<file path="src/hw/rtl/btsd_pkg.sv">
`default_nettype none

package btsd_pkg;

    // Decoder phases.
    typedef enum logic [3:0] {
        PH_TOK_LO,
        PH_TOK_HI,
        PH_TEXT_LEN,
        PH_TEXT,
        PH_INT,
        PH_GUID,
        PH_LIST_COUNT,
        PH_LIST_ELEM
    } phase_t;

    // Result kinds.
    localparam logic [4:0] K_END        = 5'd0;
    localparam logic [4:0] K_TEXT       = 5'd3;
    localparam logic [4:0] K_INT        = 5'd4;
    localparam logic [4:0] K_FLOAT      = 5'd5;
    localparam logic [4:0] K_OPEN_ANGLE = 5'd12;
    localparam logic [4:0] K_KEYWORD    = 5'd17;
    localparam logic [4:0] K_ERROR      = 5'd18;

    // Error codes.
    localparam logic [2:0] E_NONE        = 3'd0;
    localparam logic [2:0] E_UNKNOWN     = 3'd1;
    localparam logic [2:0] E_ENDS_INSIDE = 3'd2;
    localparam logic [2:0] E_TEXT_LONG   = 3'd3;
    localparam logic [2:0] E_LIST_LONG   = 3'd4;

    // Token codes.
    localparam logic [15:0] TC_NAME       = 16'd1;
    localparam logic [15:0] TC_STRING     = 16'd2;
    localparam logic [15:0] TC_INTEGER    = 16'd3;
    localparam logic [15:0] TC_GUID       = 16'd5;
    localparam logic [15:0] TC_INT_LIST   = 16'd6;
    localparam logic [15:0] TC_FLOAT_LIST = 16'd7;
    localparam logic [15:0] TC_PUNCT_LO   = 16'd10;
    localparam logic [15:0] TC_PUNCT_HI   = 16'd20;
    localparam logic [15:0] TC_KEYWORD    = 16'd31;
    localparam logic [15:0] TC_KW_LO      = 16'd40;
    localparam logic [15:0] TC_KW_HI      = 16'd51;
    localparam logic [4:0]  PUNCT_OFFSET  = 5'd4;

    localparam int unsigned  LEN_W      = 24;
    localparam logic [LEN_W-1:0] GUID_BYTES = 24'd16;
    localparam logic [LEN_W-1:0] LIMIT_RESET = 24'hFFFFFF;

    // Configuration register indexes.
    localparam logic CFG_MAX_TEXT = 1'b0;
    localparam logic CFG_MAX_LIST = 1'b1;

    typedef struct packed {
        logic [4:0]  kind;
        logic [31:0] value;
        logic [7:0]  tbyte;
        logic        tlast;
        logic [2:0]  err;
        logic        run_last;
    } result_t;

endpackage

`default_nettype wire

</file>
<file path="src/hw/rtl/binary_token_stream_decoder_core.sv">
// Binary token stream decoder.
// Input stream (s_*): one byte of the token stream per transfer in s_tdata,
// s_tlast high on the file's final byte. Output stream (m_*): one result per
// transfer; m_tuser is the result kind, m_tdata carries value, text byte,
// text-last flag and error code, m_tlast marks the last result of one byte.
// A byte causes zero, one or two results.
// Configuration (cfg_*): index 0 sets the longest name or string, index 1 the
// largest list count; cfg_ready is always high. Write only while idle.
// Each byte is decoded in the cycle of its transfer against the state
// registers, and its results are written into a four-entry output queue
// that drives m_*. One byte is taken per cycle while the queue holds two or
// fewer results; a byte that gives two results needs two output transfers,
// which sets the sustained rate.
// When the receiver stalls, the queue fills and s_tready drops.
// Reset empties the queue, clears the sticky error and restores both limits
// to their maximum. After an error result no more results appear until reset.
`default_nettype none

module binary_token_stream_decoder_core (
    input  wire logic        clk,
    input  wire logic        rst_n,
    input  wire logic        s_tvalid,
    output logic             s_tready,
    input  wire logic [7:0]  s_tdata,   // [7:0] byte_value
    input  wire logic        s_tlast,   // final_byte
    output logic             m_tvalid,
    input  wire logic        m_tready,
    output logic [47:0]      m_tdata,   // [31:0] token_value, [39:32] text_byte,
                                        // [40] text_last, [43:41] error_code, rest 0
    output logic [4:0]       m_tuser,   // [4:0] token_kind
    output logic             m_tlast,   // run_last
    input  wire logic        cfg_valid,
    output logic             cfg_ready,
    input  wire logic        cfg_index,
    input  wire logic [23:0] cfg_data
);
    import btsd_pkg::*;

    phase_t             phase_reg, phase_next;
    logic [7:0]         token_low_reg, token_low_next;
    logic [23:0]        word_reg, word_next;
    logic [1:0]         biw_reg, biw_next;
    logic [LEN_W-1:0]   left_reg, left_next;
    logic               list_float_reg, list_float_next;
    logic               failed_reg, failed_next;
    logic [LEN_W-1:0]   max_text_reg, max_list_reg;

    result_t            queue_mem [4];
    logic [1:0]         wr_ptr_reg, rd_ptr_reg;
    logic [2:0]         count_reg;

    logic               take;
    logic               pop;
    logic [31:0]        word_full;
    logic               word_done;
    logic [15:0]        code;
    logic               too_long;
    logic               first_vld, fin_vld;
    result_t            first_res, fin_res, res_a, res_b;
    logic [1:0]         n_res;

    assign cfg_ready = 1'b1;
    assign s_tready  = (count_reg <= 3'd2);
    assign take      = s_tvalid && s_tready;
    assign pop       = m_tvalid && m_tready;

    assign word_full = {s_tdata, word_reg};
    assign word_done = (biw_reg == 2'd3);
    assign code      = {s_tdata, token_low_reg};
    assign too_long  = (word_full[31:24] != 8'd0);

    always_comb
    begin
        phase_next      = phase_reg;
        token_low_next  = token_low_reg;
        word_next       = word_reg;
        biw_next        = biw_reg;
        left_next       = left_reg;
        list_float_next = list_float_reg;
        failed_next     = failed_reg;
        first_vld       = 1'b0;
        first_res       = '0;
        fin_vld         = 1'b0;
        fin_res         = '0;

        if (take && !failed_reg)
        begin
            // Little-endian word assembly for the phases that collect 32 bits.
            if (phase_reg == PH_TEXT_LEN || phase_reg == PH_INT ||
                phase_reg == PH_LIST_COUNT || phase_reg == PH_LIST_ELEM)
            begin
                biw_next = biw_reg + 2'd1;
                unique case (biw_reg)
                    2'd0:    word_next = {16'd0, s_tdata};
                    2'd1:    word_next[15:8] = s_tdata;
                    2'd2:    word_next[23:16] = s_tdata;
                    default: word_next = word_reg;
                endcase
            end

            unique case (phase_reg)
                PH_TOK_LO:
                begin
                    if (!s_tlast)
                    begin
                        token_low_next = s_tdata;
                        phase_next     = PH_TOK_HI;
                    end
                end
                PH_TOK_HI:
                begin
                    phase_next = PH_TOK_LO;
                    biw_next   = 2'd0;
                    if (code == TC_NAME || code == TC_STRING)
                        phase_next = PH_TEXT_LEN;
                    else if (code == TC_INTEGER)
                        phase_next = PH_INT;
                    else if (code == TC_GUID)
                    begin
                        phase_next = PH_GUID;
                        left_next  = GUID_BYTES;
                    end
                    else if (code == TC_INT_LIST || code == TC_FLOAT_LIST)
                    begin
                        phase_next      = PH_LIST_COUNT;
                        list_float_next = (code == TC_FLOAT_LIST);
                    end
                    else if (code >= TC_PUNCT_LO && code <= TC_PUNCT_HI)
                    begin
                        first_vld      = 1'b1;
                        first_res.kind = code[4:0] - PUNCT_OFFSET;
                    end
                    else if (code == TC_KEYWORD || (code >= TC_KW_LO && code <= TC_KW_HI))
                    begin
                        first_vld      = 1'b1;
                        first_res.kind = K_KEYWORD;
                    end
                    else
                    begin
                        first_vld      = 1'b1;
                        first_res.kind = K_ERROR;
                        first_res.err  = E_UNKNOWN;
                        failed_next    = 1'b1;
                    end
                end
                PH_TEXT_LEN:
                begin
                    if (word_done)
                    begin
                        first_vld = 1'b1;
                        if (too_long || word_full[23:0] > max_text_reg)
                        begin
                            first_res.kind = K_ERROR;
                            first_res.err  = E_TEXT_LONG;
                            failed_next    = 1'b1;
                        end
                        else
                        begin
                            first_res.kind  = {3'd0, token_low_reg[1:0]};
                            first_res.value = word_full;
                            left_next       = word_full[23:0];
                            phase_next      = (word_full == 32'd0) ? PH_TOK_LO : PH_TEXT;
                        end
                    end
                end
                PH_TEXT:
                begin
                    left_next       = left_reg - 24'd1;
                    first_vld       = 1'b1;
                    first_res.kind  = K_TEXT;
                    first_res.tbyte = s_tdata;
                    first_res.tlast = (left_reg == 24'd1);
                    if (left_reg == 24'd1)
                        phase_next = PH_TOK_LO;
                end
                PH_INT:
                begin
                    if (word_done)
                    begin
                        first_vld       = 1'b1;
                        first_res.kind  = K_INT;
                        first_res.value = word_full;
                        phase_next      = PH_TOK_LO;
                    end
                end
                PH_GUID:
                begin
                    left_next = left_reg - 24'd1;
                    if (left_reg == 24'd1)
                    begin
                        first_vld      = 1'b1;
                        first_res.kind = K_OPEN_ANGLE;
                        phase_next     = PH_TOK_LO;
                    end
                end
                PH_LIST_COUNT:
                begin
                    if (word_done)
                    begin
                        if (too_long || word_full[23:0] > max_list_reg)
                        begin
                            first_vld      = 1'b1;
                            first_res.kind = K_ERROR;
                            first_res.err  = E_LIST_LONG;
                            failed_next    = 1'b1;
                        end
                        else
                        begin
                            left_next  = word_full[23:0];
                            phase_next = (word_full == 32'd0) ? PH_TOK_LO : PH_LIST_ELEM;
                        end
                    end
                end
                PH_LIST_ELEM:
                begin
                    if (word_done)
                    begin
                        first_vld       = 1'b1;
                        first_res.kind  = list_float_reg ? K_FLOAT : K_INT;
                        first_res.value = word_full;
                        left_next       = left_reg - 24'd1;
                        if (left_reg == 24'd1)
                            phase_next = PH_TOK_LO;
                    end
                end
                default:
                begin
                    phase_next = PH_TOK_LO;
                end
            endcase

            // The final byte closes the file: end if between tokens, else an error.
            if (s_tlast && !failed_next)
            begin
                fin_vld = 1'b1;
                if (phase_next == PH_TOK_LO)
                    fin_res.kind = K_END;
                else
                begin
                    fin_res.kind = K_ERROR;
                    fin_res.err  = E_ENDS_INSIDE;
                    failed_next  = 1'b1;
                end
            end
        end

        first_res.run_last = !fin_vld;
        fin_res.run_last   = 1'b1;
        res_a = first_vld ? first_res : fin_res;
        res_b = fin_res;
        n_res = {1'b0, first_vld} + {1'b0, fin_vld};
    end

    always_ff @(posedge clk or negedge rst_n)
    begin
        if (!rst_n)
        begin
            phase_reg      <= PH_TOK_LO;
            token_low_reg  <= '0;
            word_reg       <= '0;
            biw_reg        <= '0;
            left_reg       <= '0;
            list_float_reg <= 1'b0;
            failed_reg     <= 1'b0;
        end
        else
        begin
            phase_reg      <= phase_next;
            token_low_reg  <= token_low_next;
            word_reg       <= word_next;
            biw_reg        <= biw_next;
            left_reg       <= left_next;
            list_float_reg <= list_float_next;
            failed_reg     <= failed_next;
        end
    end

    always_ff @(posedge clk or negedge rst_n)
    begin
        if (!rst_n)
        begin
            max_text_reg <= LIMIT_RESET;
            max_list_reg <= LIMIT_RESET;
        end
        else if (cfg_valid)
        begin
            unique case (cfg_index)
                CFG_MAX_TEXT: max_text_reg <= cfg_data;
                CFG_MAX_LIST: max_list_reg <= cfg_data;
                default:      max_text_reg <= max_text_reg;
            endcase
        end
    end

    // Result queue: up to two writes and one read per cycle.
    always_ff @(posedge clk)
    begin
        if (n_res != 2'd0)
            queue_mem[wr_ptr_reg] <= res_a;
        if (n_res == 2'd2)
            queue_mem[wr_ptr_reg + 2'd1] <= res_b;
    end

    always_ff @(posedge clk or negedge rst_n)
    begin
        if (!rst_n)
        begin
            wr_ptr_reg <= '0;
            rd_ptr_reg <= '0;
            count_reg  <= '0;
        end
        else
        begin
            wr_ptr_reg <= wr_ptr_reg + n_res;
            if (pop)
                rd_ptr_reg <= rd_ptr_reg + 2'd1;
            count_reg <= count_reg + {1'b0, n_res} - {2'b00, pop};
        end
    end

    assign m_tvalid = (count_reg != 3'd0);
    assign m_tuser  = queue_mem[rd_ptr_reg].kind;
    assign m_tlast  = queue_mem[rd_ptr_reg].run_last;
    assign m_tdata  = {4'd0, queue_mem[rd_ptr_reg].err, queue_mem[rd_ptr_reg].tlast,
                       queue_mem[rd_ptr_reg].tbyte, queue_mem[rd_ptr_reg].value};

endmodule

`default_nettype wire
</file>
<file path="config.mk">
export PLATFORM = sky130hd
export DESIGN_NAME = binary_token_stream_decoder_core
export DESIGN_NICKNAME = d
export VERILOG_FILES = /design/src/hw/rtl/btsd_pkg.sv /design/src/hw/rtl/binary_token_stream_decoder_core.sv
export SDC_FILE = /design/constraint.sdc
export NUM_CORES = 1
export LEC_CHECK = 0
export BUFFER_PORTS_ARGS = -buffer_cell sky130_fd_sc_hd__buf_2
export CORE_MARGIN = 1
export CORE_UTILIZATION = 41
export DETAILED_ROUTE_END_ITERATION = 10
export GPL_ROUTABILITY_DRIVEN = 0
export PLACE_DENSITY_LB_ADDON = 0.05
export SYNTH_ARGS = -nofsm -noshare
export SYNTH_HDL_FRONTEND = slang
export SYNTH_SLANG_ARGS = --single-unit
</file>
<file path="constraint.sdc">
create_clock -name clk -period 7.1 [get_ports clk]
set_input_delay 2.13 -clock clk [delete_from_list [all_inputs] [get_ports clk]]
set_output_delay 2.13 -clock clk [all_outputs]
set_load 0.005 [all_outputs]
</file>
* Word-level counts from Yosys, hierarchy flattened
Memory sizes are Yosys's and may differ from the RTL's.
Index checks and enable logic that the tools add are counted.
** Word-level totals
- Memories :: 1
- Bits in writable memories :: 200
- Bits in registers :: 119
- Output and inout port bits :: 57
- Word-level logic and storage cells :: 198
- Input bits :: 39
** Memories
- queue_mem :: words 4, bits a word 50, read ports 1, clocked after memory_dff 0, wr ports 2, line binary_token_stream_decoder_core.sv:48 : result_t queue_mem [4];
** Cells by class
- Muxes and demuxes :: 96
- Bitwise gates (word level) :: 5
- Eq/ne operators :: 27
- Add/subtract/negate cells :: 9
- Reduce and logical (&&, ||, !) cells :: 39
- Order comparisons :: 7
** Operators with widths (count)
- 24-bit two-way mux :: 8
- 24-bit one-hot mux with 5 select lines :: 1
- 32-bit one-hot mux with 3 select lines :: 1
- 35-bit two-way mux :: 2
- 5-bit two-way mux :: 11
- 50-bit two-way mux :: 1
- 49-bit two-way mux :: 1
- 16-bit by 3-bit equality test with 1-bit output (second input constant) :: 3
- 24-bit > comparator :: 2
- 4-bit two-way mux :: 10
- 37-bit two-way mux :: 1
- 1-bit two-way mux :: 35
- 5-bit one-hot mux with 7 select lines :: 1
- 16-bit by 2-bit equality test with 1-bit output (second input constant) :: 2
- 32-bit logical NOT :: 1
- 32-bit two-way mux :: 1
- 8-bit one-hot mux with 2 select lines :: 2
- 4-bit one-hot mux with 7 select lines :: 1
- 24-bit by 1-bit equality test with 1-bit output (second input constant) :: 1
- 24-bit by 1-bit subtractor with 24-bit output (second input constant) :: 1
- 3-bit two-way mux :: 7
- 2-bit two-way mux :: 9
- 16-bit by 1-bit equality test with 1-bit output (second input constant) :: 1
- 16-bit by 5-bit equality test with 1-bit output (second input constant) :: 1
- 37 further kinds :: 79

* Longest topological paths before layout
- Word-level depth :: 19
- Mapped depth :: 18
- Depth with buffers taken out :: 18

* Least setup slack after synthesis
OpenSTA, ideal clock, no wires.
- Path kind :: input to register
- From :: input s_tdata[2]
- To :: memory queue_mem[2][3] (netlist name)
- Cell stages on the path :: 16
- Setup slack :: 1.239 ns
- Setup time :: 0.139 ns
- Arrival time :: 5.722 ns
- Path buffers :: 4
- Required time :: 6.961 ns
- Cell sequence :: clkbuf_1 > nor4_2 > nand2_1 > a2111o_1 > or3_1 > and3b_1 > nor4_2 > inv_1 > ha_1 > or3_1 > clkbuf_1 > and2_1 > clkbuf_1 > clkbuf_1 > nand2_1 > o21ai_0
** RTL lines
- start, declared :: line binary_token_stream_decoder_core.sv:24 : input wire logic [7:0] s_tdata,
- end, declared :: line binary_token_stream_decoder_core.sv:48

==> flow_summary_export.csv <==
group,metric,value,unit
timing,fin_skew,14.0,ps
global_routing,first_global_vias,11500,
synth,ys_seq_elements,319,
die,io_pins,96,
clock_network,clk_path_buf_depth,3,
clock_network,cts_root_buffer,"clkbuf_16",
routing,drt_iter0_drc,745,
die,die-area,37300,sq um
timing,drv_slew,0,
global_routing,grt-ovfl-total,0,
worst_setup_path,r2r_setup_slack,1890,ps
synth,seq_area_frac_synth,0.478,
finish,fin_nets,1679,
finish,largest_reg_flops,200,
timing,max_freq,0.170,GHz
worst_setup_path,crit_arrival,6330,ps
clock_network,cts_tree,"yes",
worst_setup_path,r2r-start,"word_reg[23]$_DFFE_PN0P_",
clock_network,postCtsSetupBuffers,0,
clock_network,ctsResizeCount,0,
synth,async_flop_share,0.373,
finish,top_register,"queue_mem",
die,die_x,193,um
synth,yosysUniqueCellTypes,80,
die,start_util,0.420,
clock_network,clock-sinks,319,
synth,synth.largest_area_cell,"dfxtp_1",
min_path,min_path_cells,2,
finish,diodes,0,
power_and_ir_drop,power.total,4750,uW
timing,tightest_slew,1170,ps
placement,dpl.hpwl,29500,um
outcome,violations,"DRC",
worst_setup_path,critPathLaunch,"s_tdata[3]",
synth,synthesis.area,15000,sq um
timing,finalHoldViolCount,0,
finish,drive_above_1_share,0.210,
clock_network,cts_hold_buf,0,
global_routing,grtUsageTotal,0.237,
run,maxCapViolations,0,
worst_setup_path,reg2reg_depth,15,
synth,synth_common_cells,"240 x nand2_1, 188 x dfxtp_1, 138 x o21ai_1, 91 x o21ai_0",
timing,rsz0062_at_grt,"false",
min_path,hold_end,"queue_mem[3][20]$_SDFFE_PP0P_",
timing,setup-tns-final,0,ps
clock_network,clock_latency,540,ps
global_routing,grt_pass1_wl,68700,um
global_routing,antenna_found_initial,0,
outcome,status,"finished, violations left",
timing,post-route-period-util,0.827,
placement,placed_area,15800,sq um
routing,detailroute.via_count,11600,
clock_network,clk_pin_slew,60,ps
routing,via_per_inst,5.64,
die,dieHeight,193,um
power_and_ir_drop,power_density,279,nW/um^2
synth,ys_top_cells_by_area,"dfxtp_1 25%, dfrtp_1 12%, dfstp_2 8.4%",
synth,syn_inst,1519,
routing,drt-pass1-iter-count,10,
synth,synth-edff-count,12,
worst_setup_path,worstPathMaxFanout,32,
power_and_ir_drop,power.leakage,0.00685,uW
timing,final-setup-viol-count,0,
finish,finalInstanceArea,17000,sq um
synth,synthFlopType,"dfxtp_1",
timing,slew_headroom,0.216,
routing,drc,3,
worst_setup_path,cp.required,7560,ps
worst_setup_path,start_kind,"primary input",
synth,netlist.area_leader.share,0.251,
global_routing,grt_max_degree,65,
power_and_ir_drop,ir_drop,171,uV
routing,drt_wl_total,43900,um
timing,finalCriticalPeriod,5870,ps
min_path,hp-class,"flop to flop",
routing,wl_per_cell,21.3,um
worst_setup_path,cp-end-kind,"flop",
finish,syn_to_final_growth,13.7,%
clock_network,cts_buffers,37,
min_path,worstHoldStart,"queue_mem[3][20]$_SDFFE_PP0P_",
die,placeableCoreArea,35700,sq um
synth,avgSynthCellArea,9.87,sq um
die,rows,69,
routing,drtAntennaViolNets,0,
worst_setup_path,r2r-end,"queue_mem[0][26]$_SDFFE_PP0P_",
synth,synth_most_common_cell,"nand2_1",
worst_setup_path,crit_type,"primary input to flop",
clock_network,cts.htree.levels,2,
placement,io_buffers,90,
synth,synth_warnings,0,
layout by cell type (no fill, tap or decap), types with 12 or more instances in the layout:
| master | synthesis | final |
|---|---|---|
| a21oi_1 | 50 | 50 |
| a22o_1 | 57 | 57 |
| buf_2 | 13 | 89 |
| buf_4 | 5 | 22 |
| clkbuf_16 | 0 | 38 |
| dfrtp_1 | 71 | 69 |
| dfstp_2 | 48 | 48 |
| dfxtp_1 | 188 | 188 |
| edfxtp_1 | 12 | 12 |
| ha_1 | 66 | 66 |
| inv_1 | 76 | 76 |
| mux2_2 | 41 | 41 |
| mux4_2 | 50 | 50 |
| nand2_1 | 240 | 238 |
| nand3_1 | 16 | 16 |
| nand4_1 | 20 | 20 |
| nor2_1 | 53 | 53 |
| nor3_1 | 20 | 20 |
| nor4_1 | 19 | 19 |
| o21ai_0 | 91 | 91 |
| o21ai_1 | 138 | 138 |
| or3_1 | 13 | 13 |
final cells by class:
cell class                 instances  area [sq um]
timing repair buffer             113           651
fill                            3477         18700
clock buffer                      49          1060
tap                              461           577
clock inverter                    19           143
multi-input combinational       1024          7150
inverter                          78           293
sequential                       319          7160
routing by layer:
metal  GRT usage  vias up  wire, um
met2       0.379      280     20000
met3      0.0438       83      2210
met5           0        -         0
met1       0.320     5700     20100
li1            -     5575         -
met4      0.0892        0      1550
where the power goes:
part,switching [uW],internal [uW]
clock,771,1100
combinational,400,347
sequential,192,1940
total,1360,3390
worst max-delay path by stage:
stage                                     to  cells after the start
2_1_floorplan   queue_mem[2][3]$_SDFFE_PP0P_                     16
3_3_place_gp   queue_mem[0][26]$_SDFFE_PP0P_                     12
3_5_place_dp   queue_mem[0][25]$_SDFFE_PP0P_                     12
4_1_cts        queue_mem[0][32]$_SDFFE_PP0P_                     12
5_1_grt        queue_mem[0][32]$_SDFFE_PP0P_                     12
6_report       queue_mem[0][26]$_SDFFE_PP0P_                     12
cells by family after synthesis:
group,synth area share
xor gates and xnor gates,0.00467
AOI/OAI and AO/OA,0.177
DFF,0.478
muxes,0.106
and+or+nand+nor,0.131
adders and majority gates,0.0564
buffers and inverters,0.0471
other,0.000501
critical path: stages:
cell      delay [ps]
buf_2            210
nor4_2           420
nand2_1          200
a2111o_1         430
o31ai_1          710
o21a_1           310
ha_1             310
or3_1            340
and2_2           740
buf_4            360
nand2_1           80
o21ai_1           70
per-stage QoR:
stage | cells | hold WS [ps] | setup slack [ps] | util
2_1_floorplan | 1522 | 420 | 1240 | -
3_3_place_gp | 1995 | 432 | 834 | 0.443
3_5_place_dp | 1995 | 439 | 700 | 0.443
4_1_cts | 2063 | 448 | 1260 | 0.477
5_1_grt | 2063 | 457 | 790 | 0.477
6_report | 2063 | 444 | 1230 | 0.477
(Power assumes the default switching activity.)
